File: config.mk
export PLATFORM = sky130hd
export DESIGN_NAME = x86_16bit_alu_with_flags
export DESIGN_NICKNAME = d
export VERILOG_FILES = /design/src/hw/rtl/x86alu_pkg.sv /design/src/hw/rtl/x86alu_arith.sv /design/src/hw/rtl/x86alu_div_stage.sv /design/src/hw/rtl/x86_16bit_alu_with_flags.sv
export SDC_FILE = /design/constraint.sdc
export NUM_CORES = 2
export LEC_CHECK = 0
export BUFFER_PORTS_ARGS = -buffer_cell sky130_fd_sc_hd__buf_4
export CORE_ASPECT_RATIO = 1.1
export CORE_MARGIN = 4
export CORE_UTILIZATION = 58
export DETAILED_ROUTE_END_ITERATION = 7
export GPL_TIMING_DRIVEN = 0
export PLACE_DENSITY_LB_ADDON = 0.3
export SYNTH_ARGS = -nofsm -noshare
export SYNTH_HDL_FRONTEND = slang
export SYNTH_HIERARCHICAL = 1
export SYNTH_SLANG_ARGS = --single-unit
File: constraint.sdc
create_clock -name clk -period 3.94 [get_ports clk]
set_input_delay 0.197 -clock clk [delete_from_list [all_inputs] [get_ports clk]]
set_output_delay 0.197 -clock clk [all_outputs]
set_load 0.1 [all_outputs]
File: src/hw/rtl/x86alu_pkg.sv
`timescale 1ns / 1ps
// ----------------------------------------------------------------------------
// x86alu_pkg
// Shared types and command codes for the 16-bit ALU with flags.
// ----------------------------------------------------------------------------
package x86alu_pkg;

  localparam logic [3:0] CMD_ADD = 4'd0;
  localparam logic [3:0] CMD_SUB = 4'd1;
  localparam logic [3:0] CMD_CMP = 4'd2;
  localparam logic [3:0] CMD_AND = 4'd3;
  localparam logic [3:0] CMD_OR  = 4'd4;
  localparam logic [3:0] CMD_XOR = 4'd5;
  localparam logic [3:0] CMD_INC = 4'd6;
  localparam logic [3:0] CMD_DEC = 4'd7;
  localparam logic [3:0] CMD_NEG = 4'd8;
  localparam logic [3:0] CMD_DIV = 4'd9;

  localparam int DIV_STEPS = 16;   // one quotient bit per stage
  localparam int DIV_DEPTH = DIV_STEPS + 1;

  typedef struct packed {
    logic        valid;
    logic [15:0] result;
    logic        write_back;
    logic [4:0]  flags;
    logic        is_div;
  } alu_res_t;

  // Divider state carried down the stages.
  typedef struct packed {
    logic        valid;
    logic        wide;
    logic        is_div;
    logic        err;
    logic [16:0] rem;     // partial remainder
    logic [31:0] num;     // dividend bits still to shift in (msb first)
    logic [15:0] quo;
    logic [15:0] dvs;
  } div_stage_t;

endpackage

File: src/hw/rtl/x86alu_arith.sv
`timescale 1ns / 1ps
// ----------------------------------------------------------------------------
// x86alu_arith
// Non-divide operations and flag update, one registered stage.
// ----------------------------------------------------------------------------
module x86alu_arith import x86alu_pkg::*; (
  input  logic        clk,
  input  logic        rst_n,
  input  logic        en,
  input  logic        in_valid,
  input  logic [3:0]  cmd,
  input  logic        word_size,
  input  logic [15:0] dest_value,
  input  logic [15:0] src_value,
  input  logic [4:0]  flags_in,
  output alu_res_t    res_r
);

  alu_res_t    res_nxt;
  logic [15:0] d, s, r, msk, sgn;
  logic [16:0] sum, dif;
  logic        c_add, c_sub;

  always_comb begin
    msk = word_size ? 16'hFFFF : 16'h00FF;
    sgn = word_size ? 16'h8000 : 16'h0080;
    d = dest_value & msk;
    s = src_value & msk;
    sum = {1'b0, d} + {1'b0, s};
    dif = {1'b0, d} - {1'b0, s};
    c_add = word_size ? sum[16] : sum[8];
    c_sub = d < s;
    r = 16'd0;
    res_nxt.flags = flags_in;
    res_nxt.write_back = 1'b1;
    res_nxt.valid = in_valid;
    res_nxt.is_div = (cmd == CMD_DIV);
    case (cmd)
      CMD_ADD: begin
        r = sum[15:0] & msk;
        res_nxt.flags = {|((d ^ r) & (s ^ r) & sgn), 2'b00,
                         ((d ^ s ^ r) & 16'h0010) != 16'd0, c_add};
      end
      CMD_SUB, CMD_CMP: begin
        r = dif[15:0] & msk;
        res_nxt.flags = {|((d ^ s) & (d ^ r) & sgn), 2'b00,
                         ((d ^ s ^ r) & 16'h0010) != 16'd0, c_sub};
        res_nxt.write_back = (cmd == CMD_SUB);
      end
      CMD_AND, CMD_OR, CMD_XOR: begin
        r = (cmd == CMD_AND) ? (d & s) : (cmd == CMD_OR) ? (d | s) : (d ^ s);
        res_nxt.flags[4] = 1'b0;
        res_nxt.flags[0] = 1'b0;
      end
      CMD_INC: begin
        r = (d + 16'd1) & msk;
        res_nxt.flags[4] = (d == sgn - 16'd1);
      end
      CMD_DEC: begin
        r = (d - 16'd1) & msk;
        res_nxt.flags[4] = (d == sgn);
      end
      CMD_NEG: begin
        r = (16'd0 - d) & msk;
        res_nxt.flags[0] = (d != 16'd0);
      end
      default: res_nxt.write_back = 1'b0;
    endcase
    if (cmd <= CMD_NEG) begin
      res_nxt.flags[2] = (r == 16'd0);
      res_nxt.flags[3] = |(r & sgn);
    end
    res_nxt.result = r;
  end

  always_ff @(posedge clk) begin
    if (!rst_n) begin
      res_r.valid <= 1'b0;
    end else if (en) begin
      res_r <= res_nxt;
    end
  end

endmodule

File: src/hw/rtl/x86alu_div_stage.sv
`timescale 1ns / 1ps
// ----------------------------------------------------------------------------
// x86alu_div_stage
// One restoring-division step: one quotient bit, registered.
// ----------------------------------------------------------------------------
module x86alu_div_stage import x86alu_pkg::*; (
  input  logic       clk,
  input  logic       rst_n,
  input  logic       en,
  input  div_stage_t d_in,
  output div_stage_t d_r
);

  div_stage_t  d_nxt;
  logic [17:0] trial;
  logic [17:0] shifted;

  always_comb begin
    d_nxt = d_in;
    shifted = {d_in.rem, d_in.num[31]};
    trial = shifted - {2'b00, d_in.dvs};
    d_nxt.num = {d_in.num[30:0], 1'b0};
    if (!trial[17]) begin
      d_nxt.rem = trial[16:0];
      d_nxt.quo = {d_in.quo[14:0], 1'b1};
    end else begin
      d_nxt.rem = shifted[16:0];
      d_nxt.quo = {d_in.quo[14:0], 1'b0};
    end
  end

  always_ff @(posedge clk) begin
    if (!rst_n) begin
      d_r.valid <= 1'b0;
    end else if (en) begin
      d_r <= d_nxt;
    end
  end

endmodule

File: src/hw/rtl/x86_16bit_alu_with_flags.sv
`timescale 1ns / 1ps
// ----------------------------------------------------------------------------
// x86_16bit_alu_with_flags
// 8086-style byte/word ALU with flags and pipelined unsigned divide.
// ----------------------------------------------------------------------------
// Usage: present an operation on the in_ channel (valid/ready); one result
// transaction per input leaves on the out_ channel in the same order.
// Every operation, divide included, flows through a fixed pipeline of
// 18 register stages: an entry stage that pre-checks the divisor, sixteen
// restoring-division stages (one quotient bit each, the sixteen quotient
// bits set the depth) and the output register. Non-divide
// results are computed in the first stage and ride alongside.
// Throughput is one transaction per cycle while the receiver does not stall.
// Reset clears all valid bits; the pipeline is empty afterward.
// When the receiver stalls the whole pipeline holds, except that bubbles
// are squeezed out, so in_ready stays high until every stage is full.
// ----------------------------------------------------------------------------
module x86_16bit_alu_with_flags import x86alu_pkg::*; (
  input  logic        clk,
  input  logic        rst_n,
  input  logic        in_valid,
  output logic        in_ready,
  input  logic [3:0]  in_cmd,
  input  logic        in_word_size,
  input  logic [15:0] in_dest_value,
  input  logic [15:0] in_src_value,
  input  logic [15:0] in_div_high,
  input  logic [4:0]  in_flags_in,
  output logic        out_valid,
  input  logic        out_ready,
  output logic [15:0] out_result,
  output logic [15:0] out_remainder,
  output logic        out_write_back,
  output logic [4:0]  out_flags_out,
  output logic        out_divide_error
);

  // Stage 0 holds the ALU result plus divider setup.
  alu_res_t   alu_r [DIV_DEPTH+1];
  div_stage_t dv    [DIV_STEPS+1];
  logic       en    [DIV_DEPTH+1];
  alu_res_t   alu_nxt0;
  div_stage_t dv_nxt0;
  logic [15:0] s8;
  logic [31:0] num;
  logic        ovf;

  // Stage k may load when it is empty or its content moves on.
  assign en[DIV_DEPTH] = out_ready || !alu_r[DIV_DEPTH].valid;
  genvar k;
  generate
    for (k = 0; k < DIV_DEPTH; k++) begin : g_en
      assign en[k] = en[k+1] || !alu_r[k].valid;
    end
  endgenerate
  assign in_ready = en[0];

  x86alu_arith u_arith (
    .clk(clk), .rst_n(rst_n), .en(en[0]), .in_valid(in_valid),
    .cmd(in_cmd), .word_size(in_word_size), .dest_value(in_dest_value),
    .src_value(in_src_value), .flags_in(in_flags_in), .res_r(alu_r[0])
  );

  // Quotient overflows width iff the high part of the dividend >= divisor.
  // The partial remainder starts from DX for a word divide (zero for a byte
  // divide), and the sixteen dividend bits of AX are shifted in msb first.
  always_comb begin
    s8 = in_word_size ? in_src_value : {8'd0, in_src_value[7:0]};
    num = {in_dest_value, 16'd0};
    ovf = in_word_size ? (in_div_high >= s8) : ({8'd0, in_dest_value[15:8]} >= s8);
    dv_nxt0.valid = in_valid;
    dv_nxt0.wide = in_word_size;
    dv_nxt0.is_div = (in_cmd == CMD_DIV);
    dv_nxt0.err = (s8 == 16'd0) || ovf;
    dv_nxt0.rem = in_word_size ? {1'b0, in_div_high} : 17'd0;
    dv_nxt0.num = num;
    dv_nxt0.quo = 16'd0;
    dv_nxt0.dvs = s8;
  end

  always_ff @(posedge clk) begin
    if (!rst_n) begin
      dv[0].valid <= 1'b0;
    end else if (en[0]) begin
      dv[0] <= dv_nxt0;
    end
  end

  generate
    for (k = 0; k < DIV_STEPS; k++) begin : g_div
      x86alu_div_stage u_stage (
        .clk(clk), .rst_n(rst_n), .en(en[k+1]), .d_in(dv[k]), .d_r(dv[k+1])
      );
      always_ff @(posedge clk) begin
        if (!rst_n) begin
          alu_r[k+1].valid <= 1'b0;
        end else if (en[k+1]) begin
          alu_r[k+1] <= alu_r[k];
        end
      end
    end
  endgenerate

  // Final stage merges the divide outcome into the result register.
  alu_res_t    fin_nxt;
  logic [15:0] rem_nxt, rem_r;
  logic        derr_nxt, derr_r;
  div_stage_t  dl;

  always_comb begin
    dl = dv[DIV_STEPS];
    fin_nxt = alu_r[DIV_STEPS];
    rem_nxt = 16'd0;
    derr_nxt = 1'b0;
    if (fin_nxt.is_div) begin
      if (dl.err) begin
        derr_nxt = 1'b1;
        fin_nxt.result = 16'd0;
        fin_nxt.write_back = 1'b0;
      end else begin
        fin_nxt.result = dl.wide ? dl.quo : {8'd0, dl.quo[7:0]};
        rem_nxt = dl.rem[15:0];
        fin_nxt.write_back = 1'b1;
      end
    end
  end

  always_ff @(posedge clk) begin
    if (!rst_n) begin
      alu_r[DIV_DEPTH].valid <= 1'b0;
    end else if (en[DIV_DEPTH]) begin
      alu_r[DIV_DEPTH] <= fin_nxt;
      rem_r <= rem_nxt;
      derr_r <= derr_nxt;
    end
  end

  assign out_valid = alu_r[DIV_DEPTH].valid;
  assign out_result = alu_r[DIV_DEPTH].result;
  assign out_remainder = rem_r;
  assign out_write_back = alu_r[DIV_DEPTH].write_back;
  assign out_flags_out = alu_r[DIV_DEPTH].flags;
  assign out_divide_error = derr_r;

endmodule

==> flow_metrics.env <==
export IMPL_placedCellCount=6341
export IMPL_cts_root_buffer_cell="clkbuf_16"
export IMPL_endpoint_kind="flip-flop"
export IMPL_rsz0062_at_grt="no"
export IMPL_rows=126
export IMPL_crit_slowest_cell="dlygate4sd3_1"
export IMPL_fp_dieArea_mm2=0.114
export IMPL_htree_levels=4
export IMPL_first_iter_violations=2828
export IMPL_core_mm2=0.108
export IMPL_grt_antenna_before_repair=2
export IMPL_max_cap_violations=1
export IMPL_start_util_pct=58.6
export IMPL_netlist_area_mm2=0.0631
export IMPL_clk_latency_ns=0.73
export IMPL_power_internal_mw=34.2
export IMPL_fin_tns_setup_ns=0
export IMPL_cp_arrival_ns=4.28
export IMPL_fin_area_mm2=0.0709
export IMPL_syn_num_nets=5227
export IMPL_hold_viol_final=0
export IMPL_powerDensity_mw_per_mm2=728
export IMPL_share_seq_of_total_power_pct=38.7
export IMPL_path_delay_family="compound AO/OA/AOI/OAI gates"
export IMPL_path_cells="dlygate4sd3_1, buf_4, buf_2, inv_1, ha_1, buf_2, a21o_1, a21oi_1, nand2_1, a221o_1, a221o_1, nor4_2, o2111ai_1, nor4_2, o2111ai_1, o31ai_2"
export IMPL_grt_max_degree=44
export IMPL_holdWs_ns=0.0838
export IMPL_die_w_um=322
export IMPL_numCtsBuffers=131
export IMPL_fin_crit_ns=3.72
export IMPL_overflow=0
export IMPL_violations="max-capacitance violations"
export IMPL_utilization_pct=65.8
export IMPL_crit_required_ns=4.49
export IMPL_switching_share_pct=33.8
export IMPL_crit_type="in -> reg"
export IMPL_gp_congestion=0.943
export IMPL_synth_area_per_cell_um2=13.1
export IMPL_clkTransAtPathRegs_ns=0.06
export IMPL_start_kind="input pin"
export IMPL_track_usage_pct=23.7
export IMPL_p_comb_share_pct=37.6
export IMPL_setup_viol=0
export IMPL_area_growth_pct=12.4
export IMPL_io_buffers=100
export IMPL_die_h_um=354
export IMPL_cts_tree="built"
export IMPL_slew_limit_headroom_pct=1.68
export IMPL_syn_inst=4810
export IMPL_routedWlPerCell_um=20.5
export IMPL_routed_via_density=5.86
export IMPL_cts_sinks=1297
export IMPL_floorplan_io_pins=103
export IMPL_fin_nets=5538
export IMPL_slew_violations=0
export IMPL_layout_cells_non_filler=6624
export IMPL_path_buf_inv=5
export IMPL_reg2reg_from="g_div[9].u_stage/d_r[8]"
export IMPL_grt_pass1_wl_um=214000
export IMPL_startpoint="in_dest_value[4]"
export IMPL_fmax_mhz=269
export IMPL_dpl_hpwl_um=93900
export IMPL_hold_class="in -> reg"
export IMPL_path_max_fanout=10
export IMPL_fin_crit_sh_pct=94.5
export IMPL_grt_pass1_vias=39544
export IMPL_dpl_instance_area_mm2=0.0661
export IMPL_status="finished, violations left"
export IMPL_clockPowerShare_pct=23.7
export IMPL_num_vias=38796
export IMPL_drc=0
export IMPL_critPathMaxStageDelay_ns=0.52
export IMPL_setup_ws_ns=0.216
export IMPL_fill_cells=7599
export IMPL_ys_warn_count=6
export IMPL_p_leak_nw=27.3
export IMPL_min_from="in_cmd[2]"
export IMPL_total_power_mw=51.6
export IMPL_peakVddDrop_v=0.000515
export IMPL_p_switching_mw=17.4
export IMPL_dr_pass1_iters=6
export IMPL_drt_total_wl_um=136000
export IMPL_ant_nets=0
export IMPL_place_ws_ns=-1.36
export IMPL_finClkSkew_ns=0.0313
export IMPL_worst_slew_pin_slew_ns=1.47
export IMPL_clockBufferDepth=3
export IMPL_drive_gt1_share_pct=13.3
state kept, by name, indices dropped and copies added (netlist names):
| register | cells |
|---|---|
| alu_r | 384 |
| dv | 50 |
| g_div.u_stage/d_r | 799 |
| out_divide_error | 1 |
| out_flags_out | 5 |
| out_remainder | 16 |
| out_result | 16 |
| out_valid | 1 |
| out_write_back | 1 |
| u_arith/res_r | 24 |
per-layer routing:
layer  up-vias  wire [µm]  track usage (%)  part of all wire, %
li1      18425          -                -                    -
met1     18840      51200             26.9                   38
met2      1156      72800             44.4                   54
met3       373       5770             3.32                  4.3
met4         2       5910             10.3                  4.4
met5         -         12                0               0.0088
worst reg2reg max path: cells and delay by family, from the launching register on:
kind	cells	cell delay [ns]
flip-flops	1	0.39
XOR/XNOR	1	0.38
AO/OA/AOI/OAI	1	0.27
AND/OR/NAND/NOR	3	0.79
buffers and inverters	2	0.28
adder cells (fa/ha/maj)	1	0.42
multiplexers	1	0.32
path summary, 6_finish.rpt:
| check | endpoint | slack (ns) | cells past startpoint |
|---|---|---|---|
| setup / recovery | u_arith/res_r[3] | 0.22 | 16 |
| hold / removal | u_arith/res_r[0] | 0.08 | 3 |
| setup reg to reg | g_div[10].u_stage/d_r[79] | 0.84 | 9 |
| hold reg to reg | g_div[8].u_stage/d_r[63] | 0.40 | 0 |
repair_timing:
action,4_1_cts,5_1_grt
hold buffers,57,0
gates resized for setup,2,8
setup endpoints to repair,9,4
setup buffers,0,0
hold endpoints to repair,56,0
layout make-up:
type | count | area (µm²) | area share (%)
Clock buffer | 163 | 3510 | 4.96
Antenna cell | 1 | 2.50 | 0.00353
Buffer | 196 | 1320 | 1.86
Clock inverter | 64 | 729 | 1.03
Inverter | 372 | 1400 | 1.97
Timing Repair Buffer | 180 | 1750 | 2.47
Tap cell | 1408 | 1760 | 2.48
Multi-Input combinational cell | 2943 | 21700 | 30.5
Sequential cell | 1297 | 38800 | 54.7
power by group through the flow:
stage          Sequential, mW  Combinational (mW)  Clock, mW
2_1_floorplan            19.8                15.0          0
3_3_place_gp             20.2                18.5          0
3_5_place_dp             20.2                18.9          0
4_1_cts                  20.0                19.2       12.5
5_1_grt                  20.2                21.2       13.1
6_report                 20.0                19.4       12.2
cells in the final DEF, fill, tap and decap left out, types with 61 or more instances in the layout:
cell type	n
edfxtp_1	1279
nand2_1	424
inv_1	369
ha_1	337
a21oi_1	283
o21ai_0	275
nor2_1	171
xnor2_1	165
buf_4	140
clkbuf_16	135
xor2_1	105
clkbuf_1	76
nor2b_1	75
a21o_1	75
mux2_2	67
and2_1	65
buf_2	61
(Power assumes the default switching activity.)
